==> src/fsd_pkg.sv <==
// fsd_pkg: shared constants, types and the clamped error-add function for the
// binary error-diffusion dither. No dependencies.
`default_nettype none

package fsd_pkg;

  localparam int MaxWidth = 1024;
  localparam int ColW     = $clog2(MaxWidth);
  localparam int PixW     = 8;
  localparam int ErrW     = 9;
  localparam int CfgWidthW = 11;
  localparam int ThrW     = 8;
  localparam int AddrW    = 3;
  localparam int DataW    = 32;

  localparam logic [CfgWidthW-1:0] WidthReset = 11'd640;
  localparam logic [ThrW-1:0]      ThrReset   = 8'd128;
  localparam logic [PixW-1:0]      PixMax     = 8'd255;

  // diffusion weights, in sixteenths
  localparam logic [2:0] WeightAboveLeft  = 3'd1;
  localparam logic [2:0] WeightAbove      = 3'd5;
  localparam logic [2:0] WeightAboveRight = 3'd3;
  localparam logic [2:0] WeightLeft       = 3'd7;

  // register index, taken from paddr[2]
  localparam logic RegImageWidth = 1'b0;
  localparam logic RegThreshold  = 1'b1;

  typedef struct packed {
    logic [CfgWidthW-1:0] image_width;
    logic [ThrW-1:0]      threshold;
  } cfg_t;

  // v + trunc(err * weight / 16), clamped to 0..255
  function automatic logic [PixW-1:0] add_clamp(input logic [PixW-1:0] v,
                                                input logic signed [ErrW-1:0] err,
                                                input logic [2:0] weight);
    logic signed [12:0] prod;
    logic signed [12:0] q;
    logic signed [12:0] sum;
    prod = err * $signed({1'b0, weight});
    if (prod < 0) begin
      q = (prod + 13'sd15) >>> 4;
    end else begin
      q = prod >>> 4;
    end
    sum = $signed({5'b0, v}) + q;
    if (sum < 0) begin
      add_clamp = '0;
    end else if (sum > $signed({5'b0, PixMax})) begin
      add_clamp = PixMax;
    end else begin
      add_clamp = sum[PixW-1:0];
    end
  endfunction

endpackage

`default_nettype wire

==> src/fsd_cfg.sv <==
// fsd_cfg: APB register file holding image width and threshold.
// Depends on fsd_pkg.
`default_nettype none

module fsd_cfg (
  input  wire logic                        clk_i,
  input  wire logic                        rst_ni,
  input  wire logic                        psel,
  input  wire logic                        penable,
  input  wire logic                        pwrite,
  input  wire logic [fsd_pkg::AddrW-1:0]   paddr,
  input  wire logic [fsd_pkg::DataW-1:0]   pwdata,
  output logic      [fsd_pkg::DataW-1:0]   prdata,
  output logic                             pready,
  output fsd_pkg::cfg_t                    cfg_o
);
  import fsd_pkg::*;

  cfg_t cfg_q, cfg_d;
  logic wr_en;

  assign pready = 1'b1;
  assign wr_en  = psel && penable && pwrite;

  always_comb begin
    cfg_d = cfg_q;
    if (wr_en) begin
      case (paddr[2])
        RegImageWidth: cfg_d.image_width = pwdata[CfgWidthW-1:0];
        RegThreshold:  cfg_d.threshold   = pwdata[ThrW-1:0];
        default:       cfg_d = cfg_q;
      endcase
    end
  end

  always_ff @(posedge clk_i or negedge rst_ni) begin
    if (!rst_ni) begin
      cfg_q.image_width <= WidthReset;
      cfg_q.threshold   <= ThrReset;
    end else begin
      cfg_q <= cfg_d;
    end
  end

  always_comb begin
    case (paddr[2])
      RegImageWidth: prdata = {{(DataW-CfgWidthW){1'b0}}, cfg_q.image_width};
      RegThreshold:  prdata = {{(DataW-ThrW){1'b0}}, cfg_q.threshold};
      default:       prdata = '0;
    endcase
  end

  assign cfg_o = cfg_q;

endmodule

`default_nettype wire

==> config.mk <==
export PLATFORM = sky130hd
export DESIGN_NAME = fsd_cfg
export DESIGN_NICKNAME = d
export VERILOG_FILES = /design/src/fsd_pkg.sv /design/src/fsd_cfg.sv
export SDC_FILE = /design/constraint.sdc
export NUM_CORES = 1
export LEC_CHECK = 0
export ABC_AREA = 1
export CAP_MARGIN = 20
export CORE_UTILIZATION = 60
export CTS_BUF_LIST = sky130_fd_sc_hd__clkbuf_4
export DETAILED_ROUTE_END_ITERATION = 7
export DONT_BUFFER_PORTS = 1
export GPL_TIMING_DRIVEN = 0
export PLACE_DENSITY_LB_ADDON = 0.12
export SLEW_MARGIN = 40
export SYNTH_ARGS = -nofsm -noshare
export SYNTH_HDL_FRONTEND = slang
export SYNTH_SLANG_ARGS = --single-unit
==> constraint.sdc <==
create_clock -name clk_i -period 0.93 [get_ports clk_i]
set_clock_uncertainty 0.1 [all_clocks]
set_input_delay 0 -clock clk_i [delete_from_list [all_inputs] [get_ports clk_i]]
set_output_delay 0 -clock clk_i [all_outputs]
set_load 0.02 [all_outputs]
==> flow_results.xml, run 1 <==
<?xml version="1.0" encoding="UTF-8"?>
<metrics>
  <group name="floorplanning">
    <metric name="core_area" unit="um2">1710</metric>
    <metric name="die-width" unit="um">44.6</metric>
    <metric name="io_pins" unit="">92</metric>
    <metric name="die_area" unit="um2">1990</metric>
    <metric name="row_count" unit="">15</metric>
    <metric name="start_util" unit="%">63.8</metric>
    <metric name="floorplan.die.height" unit="um">44.6</metric>
  </group>
  <group name="routing">
    <metric name="drtIter0Drc" unit="">33</metric>
    <metric name="detail-route-antenna-nets" unit="">0</metric>
    <metric name="postRouteWirelength" unit="mm">2.73</metric>
    <metric name="wire_length_per_cell" unit="um">13.2</metric>
    <metric name="drt-pass1-iter-count" unit="">4</metric>
    <metric name="vias" unit="">1016</metric>
    <metric name="avgViaCountPerCell" unit="">4.91</metric>
    <metric name="route.detailed.drc" unit="">0</metric>
  </group>
  <group name="sta">
    <metric name="setup_viol" unit="">21</metric>
    <metric name="timing.final.crit_period" unit="ps">1220</metric>
    <metric name="hold_viol" unit="">10</metric>
    <metric name="max_freq" unit="MHz">816</metric>
    <metric name="drv_slew" unit="">0</metric>
    <metric name="final_min_period_over_clock_period" unit="%">132</metric>
    <metric name="worst_hold_slack" unit="ps">-153</metric>
    <metric name="worst_slack" unit="ps">-295</metric>
    <metric name="unrepaired_setup_endpoints_after_global_routing" unit="">true</metric>
  </group>
  <group name="cts">
    <metric name="clkTransAtPathRegs" unit="ps">100</metric>
    <metric name="cts_post_setup_buffers_inserted" unit="">0</metric>
    <metric name="insertion_delay" unit="ps">300</metric>
    <metric name="htreeDepth" unit="">1</metric>
    <metric name="clk_path_buf_depth" unit="">2</metric>
    <metric name="cts_tree" unit="">built</metric>
    <metric name="cts-root-buf" unit="">sky130_fd_sc_hd__clkbuf_4</metric>
    <metric name="tritoncts_num_sinks" unit="">19</metric>
    <metric name="cts_made_buffers" unit="">3</metric>
  </group>
  <group name="cells_and_area">
    <metric name="final_net_count" unit="">223</metric>
    <metric name="mostFrequentLayoutCell" unit="">sky130_fd_sc_hd__nand2_1</metric>
    <metric name="post_route_cells_drive_above_1_share" unit="%">47.8</metric>
    <metric name="area_growth" unit="%">40.1</metric>
    <metric name="diodes" unit="">0</metric>
    <metric name="layout.cells.most_common_list" unit="">37 x sky130_fd_sc_hd__nand2_1, 24 x sky130_fd_sc_hd__buf_4, 22 x sky130_fd_sc_hd__conb_1, 19 x sky130_fd_sc_hd__nand3_1, 18 x sky130_fd_sc_hd__nand2_2</metric>
    <metric name="fillCellCount" unit="">86</metric>
    <metric name="final_core_utilization" unit="%">89.4</metric>
    <metric name="number_of_flip_flops_under_the_largest_register_name" unit="">19</metric>
  </group>
  <group name="yosys">
    <metric name="ys_ff_latch" unit="">19</metric>
    <metric name="seq_area_frac_synth" unit="%">44.0</metric>
    <metric name="synth_top_family_by_area" unit="">simple AND/OR/NAND/NOR gates</metric>
    <metric name="synth_largest_type_area_fraction" unit="%">36.7</metric>
    <metric name="synthesized_area_fraction_occupied_by_ao_oa_aoi_and_oai_cells" unit="%">0</metric>
    <metric name="synth_area" unit="um2">1090</metric>
    <metric name="synth_simple_gate_area_share" unit="%">34.7</metric>
    <metric name="muxShareOfSynthArea" unit="%">0</metric>
    <metric name="synth_cell_types" unit="">14</metric>
    <metric name="post_synth_xor_area_fraction" unit="%">0</metric>
    <metric name="syn-instance-count" unit="">142</metric>
    <metric name="netlist_top_cells_area" unit="">sky130_fd_sc_hd__dfrtp_1 37%, sky130_fd_sc_hd__nand2_1 21%, sky130_fd_sc_hd__buf_4 17%, sky130_fd_sc_hd__nand3_1 8.7%, sky130_fd_sc_hd__dfstp_2 7.2%</metric>
    <metric name="yosys_warnings" unit="">0</metric>
    <metric name="synthesis.area_per_instance" unit="um2">7.67</metric>
    <metric name="netlist.top_cell.by_area" unit="">sky130_fd_sc_hd__dfrtp_1</metric>
    <metric name="synth_adder_area_share" unit="%">0</metric>
  </group>
  <group name="setup_path">
    <metric name="path_buf_inv" unit="">0</metric>
    <metric name="slowest_cell_on_the_critical_path" unit="">sky130_fd_sc_hd__dfstp_2</metric>
    <metric name="crit_arrival" unit="ps">1120</metric>
    <metric name="setup_slack_of_the_worst_register_to_register_path" unit="ps">0</metric>
    <metric name="setup.worst_path.start" unit="">cfg_o[15]</metric>
    <metric name="worstPathRequired" unit="ps">830</metric>
    <metric name="reg2reg_to" unit="">cfg_o[7]</metric>
    <metric name="critical_path.cell_chain" unit="">nand2_2 &gt; nand2_4</metric>
    <metric name="worst_r2r_startpoint" unit="">cfg_o[7]</metric>
    <metric name="crit_family" unit="">flip-flops</metric>
    <metric name="worst-path-stages" unit="">2</metric>
    <metric name="timing.critical_path.to" unit="">prdata[7]</metric>
    <metric name="critical_path_class" unit="">reg -&gt; out</metric>
    <metric name="path_depth_of_the_worst_reg2reg_path" unit="">2</metric>
    <metric name="start_kind" unit="">flop</metric>
    <metric name="critical_path_peak_fanout" unit="">3</metric>
    <metric name="crit_path_max_incr_delay" unit="ps">630</metric>
    <metric name="timing.critical_path.to_type" unit="">output port</metric>
  </group>
  <group name="power_and_ir_drop">
    <metric name="power.clock.fraction" unit="%">16.2</metric>
    <metric name="switching_share" unit="%">43.5</metric>
    <metric name="pwr-share-seq" unit="%">54.3</metric>
    <metric name="cell_internal_pwr" unit="uW">1460</metric>
    <metric name="netSwitchingPower" unit="uW">1130</metric>
    <metric name="max_rail_drop_vdd" unit="uV">1240</metric>
    <metric name="combinational_fraction_of_design_power" unit="%">29.5</metric>
    <metric name="p_total" unit="uW">2590</metric>
    <metric name="total_leakage_power" unit="uW">0.000805</metric>
    <metric name="power-per-cell-area" unit="nW/um2">1690</metric>
  </group>
  <group name="global_routing">
    <metric name="global_route_wire_length_before_repair" unit="mm">4.11</metric>
    <metric name="grt_overflow_total" unit="">0</metric>
    <metric name="globalRouteTotalUtil" unit="%">28.8</metric>
    <metric name="grt_max_degree" unit="">20</metric>
    <metric name="grt_antenna_before_repair" unit="">0</metric>
    <metric name="grt_pass1_vias" unit="">900</metric>
  </group>
  <group name="status">
    <metric name="violated_checks" unit="">hold timing, setup timing</metric>
    <metric name="outcome" unit="">finished, violations left</metric>
  </group>
  <group name="place">
    <metric name="gpl.final_weighted_congestion" unit="">0.703</metric>
    <metric name="port-buffer-count" unit="">0</metric>
    <metric name="detailedPlacementHpwl" unit="mm">1.60</metric>
  </group>
  <group name="hold_path">
    <metric name="worstHoldPathType" unit="">in -&gt; reg</metric>
  </group>
  <group name="run">
    <metric name="max-cap-violations" unit="">0</metric>
  </group>
</metrics>
[final cells by class]
class	count	area, um2	share of cell area (%)
Multi-Input combinational cell	110	586	38.4
Clock inverter	1	5.00	0.328
Sequential cell	19	499	32.7
Buffer	28	206	13.5
Inverter	5	18.8	1.23
Clock buffer	3	22.5	1.48
Timing Repair Buffer	16	158	10.3
Tap cell	25	31.3	2.05
[worst reg2reg max path: stages, from the launching register on]
cell,delay (ps)
sky130_fd_sc_hd__dfstp_2,630
sky130_fd_sc_hd__nand2_1,80
sky130_fd_sc_hd__nand2_1,70
[worst min-delay path by stage]
stage	startpoint	endpoint	depth (start not counted)
after detailed placement	rst_ni	cfg_o[5]	0
final	pwrite	cfg_o[7]	4
after global routing	pwrite	cfg_o[7]	4
after global placement	rst_ni	cfg_o[18]	0
after CTS	pwrite	cfg_o[7]	4
after floorplan	rst_ni	cfg_o[0]	0
[per-stage QoR]
step	cells	instance area, um2	setup slack (ps)	TNS [ps]
5_1_grt	207	1530	-338	-3120
3_5_place_dp	187	1200	-13.0	-13.0
2_1_floorplan	162	1170	30.9	0
3_3_place_gp	187	1200	10.2	0
6_report	207	1530	-295	-2320
4_1_cts	206	1480	-307	-2350
[cell usage after synthesis]
cell / n
sky130_fd_sc_hd__nand2_2: 1
sky130_fd_sc_hd__buf_2: 3
sky130_fd_sc_hd__nand4_1: 2
sky130_fd_sc_hd__nand3_1: 19
sky130_fd_sc_hd__buf_6: 1
sky130_fd_sc_hd__inv_2: 2
sky130_fd_sc_hd__inv_1: 3
sky130_fd_sc_hd__buf_4: 24
sky130_fd_sc_hd__conb_1: 2
sky130_fd_sc_hd__dfrtp_1: 16
sky130_fd_sc_hd__nand2_1: 62
sky130_fd_sc_hd__nor2_8: 1
sky130_fd_sc_hd__dfstp_2: 3
sky130_fd_sc_hd__nor2_1: 3
[metal layers]
layer,GRT usage [%],part of all wire [%]
met1,37.9,36
met2,48.8,52
met3,5.31,10
met4,7.88,1.1
met5,0,0
[cells by family (layout without fill, tap and decap cells)]
logic type / after synthesis / in the layout
DFF: 19 / 19
other: 2 / 22
and+or+nand+nor: 88 / 88
buffers and inverters: 33 / 53
[power by group through the flow]
stage	registers, uW	logic, uW	clock network (uW)
floorplan	1320	501	0
global placement	1350	534	0
detailed placement	1360	548	0
CTS	1390	699	416
global route	1430	833	456
finish	1400	763	420
[timing repair]
action | CTS | global route
hold buffers | 15 | 2
gates resized for setup | 43 | 14
setup endpoints to repair | 14 | 31
pin swaps | 18 | 15
endpoints found under the hold margin | 38 | 30
Power figures use the tool's default switching activity.
==> inputs of run 2 (changes only) <==
--- a/config.mk
+++ b/config.mk
@@ -7,8 +7,9 @@
 export LEC_CHECK = 0
 export ABC_AREA = 1
 export CAP_MARGIN = 20
+export CORE_MARGIN = 2
 export CORE_UTILIZATION = 60
-export CTS_BUF_LIST = sky130_fd_sc_hd__clkbuf_4
+export CTS_BUF_LIST = sky130_fd_sc_hd__clkbuf_8 sky130_fd_sc_hd__clkbuf_16
 export DETAILED_ROUTE_END_ITERATION = 7
 export DONT_BUFFER_PORTS = 1
 export GPL_TIMING_DRIVEN = 0
==> run 2 against run 1 <==
Against the previous run: the flow still finishes with violations (hold timing, setup timing); critical path depth unchanged; power up 7.3%; sequential cell count unchanged; sequential share of layout area down 1.1 points; register-to-register slack about the same; final cell count up 1.9%; worst setup slack better by 12 ps; worst hold slack better by 52 ps; critical endpoint unchanged; largest cell class unchanged.
==> flow_results.xml, run 2 (synthesized netlist as in run 1, its figures left out) <==
<?xml version="1.0" encoding="UTF-8"?>
<metrics>
  <group name="cells_and_area">
    <metric name="number_of_flip_flops_under_the_largest_register_name" unit="">19</metric>
    <metric name="layout.cells.most_common_list" unit="">38 x sky130_fd_sc_hd__nand2_1, 24 x sky130_fd_sc_hd__buf_4, 22 x sky130_fd_sc_hd__conb_1, 19 x sky130_fd_sc_hd__nand3_1, 19 x sky130_fd_sc_hd__dlygate4sd3_1</metric>
    <metric name="mostFrequentLayoutCell" unit="">sky130_fd_sc_hd__nand2_1</metric>
    <metric name="postLayoutCellArea" unit="um2">1580</metric>
    <metric name="area_growth" unit="%">44.9</metric>
    <metric name="diodes" unit="">0</metric>
    <metric name="post_route_cells_drive_above_1_share" unit="%">45.7</metric>
    <metric name="final_net_count" unit="">227</metric>
  </group>
  <group name="sta">
    <metric name="final.setup.tns" unit="ps">-1500</metric>
    <metric name="timing.final.crit_period" unit="ps">1210</metric>
    <metric name="max_freq" unit="MHz">824</metric>
    <metric name="hold_viol" unit="">9</metric>
    <metric name="setup_viol" unit="">16</metric>
    <metric name="final_min_period_over_clock_period" unit="%">130</metric>
    <metric name="drv_slew" unit="">0</metric>
    <metric name="worst_hold_slack" unit="ps">-102</metric>
    <metric name="worst_slack" unit="ps">-283</metric>
    <metric name="unrepaired_setup_endpoints_after_global_routing" unit="">true</metric>
  </group>
  <group name="routing">
    <metric name="postRouteWirelength" unit="mm">3.21</metric>
    <metric name="avgViaCountPerCell" unit="">5.08</metric>
    <metric name="drtIter0Drc" unit="">37</metric>
    <metric name="vias" unit="">1072</metric>
    <metric name="detail-route-antenna-nets" unit="">0</metric>
    <metric name="route.detailed.drc" unit="">0</metric>
    <metric name="wire_length_per_cell" unit="um">15.2</metric>
    <metric name="drt-pass1-iter-count" unit="">4</metric>
  </group>
  <group name="power_and_ir_drop">
    <metric name="cell_internal_pwr" unit="uW">1610</metric>
    <metric name="power.clock.fraction" unit="%">21.1</metric>
    <metric name="total_leakage_power" unit="uW">0.000822</metric>
    <metric name="power-per-cell-area" unit="nW/um2">1760</metric>
    <metric name="combinational_fraction_of_design_power" unit="%">28.1</metric>
    <metric name="switching_share" unit="%">42.1</metric>
    <metric name="max_rail_drop_vdd" unit="uV">1390</metric>
    <metric name="pwr-share-seq" unit="%">50.8</metric>
    <metric name="netSwitchingPower" unit="uW">1170</metric>
  </group>
  <group name="cts">
    <metric name="cts_post_setup_buffers_inserted" unit="">0</metric>
    <metric name="cts_made_buffers" unit="">3</metric>
    <metric name="clkTransAtPathRegs" unit="ps">70</metric>
    <metric name="cts_tree" unit="">built</metric>
    <metric name="clk_path_buf_depth" unit="">2</metric>
    <metric name="cts-root-buf" unit="">sky130_fd_sc_hd__clkbuf_8</metric>
    <metric name="tritoncts_num_sinks" unit="">19</metric>
    <metric name="htreeDepth" unit="">1</metric>
    <metric name="insertion_delay" unit="ps">260</metric>
  </group>
  <group name="global_routing">
    <metric name="grt_overflow_total" unit="">0</metric>
    <metric name="grt_pass1_vias" unit="">761</metric>
    <metric name="global_route_wire_length_before_repair" unit="mm">3.55</metric>
    <metric name="grt_max_degree" unit="">20</metric>
    <metric name="grt_antenna_before_repair" unit="">0</metric>
    <metric name="globalRouteTotalUtil" unit="%">24.8</metric>
  </group>
  <group name="setup_path">
    <metric name="start_kind" unit="">flop</metric>
    <metric name="crit_path_max_incr_delay" unit="ps">630</metric>
    <metric name="critical_path_peak_fanout" unit="">3</metric>
    <metric name="critical_path.cell_chain" unit="">nand2_2 &gt; nand2_4</metric>
    <metric name="crit_arrival" unit="ps">1110</metric>
    <metric name="slowest_cell_on_the_critical_path" unit="">sky130_fd_sc_hd__dfstp_2</metric>
    <metric name="path_depth_of_the_worst_reg2reg_path" unit="">2</metric>
    <metric name="timing.critical_path.to_type" unit="">output port</metric>
    <metric name="setup_slack_of_the_worst_register_to_register_path" unit="ps">0</metric>
    <metric name="worst_r2r_startpoint" unit="">cfg_o[7]</metric>
    <metric name="reg2reg_to" unit="">cfg_o[7]</metric>
    <metric name="critical_path_class" unit="">reg -&gt; out</metric>
    <metric name="worstPathRequired" unit="ps">830</metric>
  </group>
  <group name="hold_path">
    <metric name="worstHoldPathType" unit="">in -&gt; reg</metric>
    <metric name="timing.hold.worst_endpoint" unit="">cfg_o[7]</metric>
    <metric name="hold-path-cell-count" unit="">4</metric>
    <metric name="worstHoldStart" unit="">pwrite</metric>
  </group>
  <group name="place">
    <metric name="port-buffer-count" unit="">0</metric>
    <metric name="detailedPlacementHpwl" unit="mm">1.63</metric>
    <metric name="gpl.final_weighted_congestion" unit="">0.707</metric>
    <metric name="dpl_cell_area" unit="um2">1200</metric>
  </group>
  <group name="floorplanning">
    <metric name="floorplan.die.height" unit="um">46.6</metric>
    <metric name="start_util" unit="%">63.1</metric>
    <metric name="io_pins" unit="">92</metric>
    <metric name="die_area" unit="um2">2170</metric>
    <metric name="die-width" unit="um">46.6</metric>
    <metric name="row_count" unit="">15</metric>
    <metric name="core_area" unit="um2">1730</metric>
  </group>
  <group name="status">
    <metric name="outcome" unit="">finished, violations left</metric>
    <metric name="violated_checks" unit="">hold timing, setup timing</metric>
  </group>
  <group name="run">
    <metric name="max-cap-violations" unit="">0</metric>
  </group>
</metrics>
-- run 2: cell count changes in the layout (fill, tap and decap cells not counted), sizes merged --
cell,before,now
clkinv,1,0
dlygate4sd3,14,19
dlymetal6s4s,1,0
inv,5,6
-- run 2: power groups by stage --
stage	Combinational (uW)	Clock, uW	Sequential [uW]
after floorplan	501	0	1320
after global placement	535	0	1350
after detailed placement	546	0	1360
after CTS	688	564	1390
after global routing	846	612	1430
final	780	585	1410
-- run 2: per-stage QoR --
stage / total power, uW / util (%) / setup WS, ps / instances
2_1_floorplan: 1820 / - / 30.9 / 162
3_3_place_gp: 1890 / 69.7 / 7.03 / 187
3_5_place_dp: 1900 / 69.7 / -0.193 / 187
4_1_cts: 2640 / 85.4 / -271 / 204
5_1_grt: 2890 / 91.4 / -303 / 211
6_report: 2780 / 91.4 / -283 / 211
-- run 2: how the worst max path moves through the flow --
stage / endpoint / start / cells past startpoint / slack, ps
6_report: prdata[7] / cfg_o[7] / 2 / -280
5_1_grt: prdata[7] / cfg_o[7] / 2 / -300
4_1_cts: prdata[9] / cfg_o[17] / 2 / -270
3_5_place_dp: prdata[8] / cfg_o[16] / 2 / -0.2
3_3_place_gp: prdata[7] / cfg_o[7] / 2 / 7
2_1_floorplan: prdata[7] / cfg_o[7] / 2 / 30
-- run 2: layer usage --
layer  wire length [um]  global-route usage (%)
met1               1120                    30.8
met2               1670                    40.0
met3                370                    6.67
met4                 44                    11.7
met5                  0                       0
-- run 2: cell type report --
| class | instances | area [um2] |
|---|---|---|
| buffer | 28 | 206 |
| clock buffer | 3 | 41.3 |
| clock inverter | 1 | 3.75 |
| fill | 78 | 148 |
| inverter | 5 | 18.8 |
| multi-input combinational | 110 | 583 |
| sequential | 19 | 499 |
| tap | 25 | 31.3 |
| timing repair buffer | 20 | 195 |
-- run 2: critical path: cells and delay by family, from the launching register on --
kind / cells / cell delay [ps]
flip-flops: 1 / 630
AND/OR/NAND/NOR: 2 / 220
-- run 2: repair_timing --
item	in CTS	in global routing
gates cloned	0	0
endpoints found under the hold margin	38	31
gates resized for setup	42	13
setup endpoints to repair	14	15
pin swaps	18	11
hold buffers	13	7
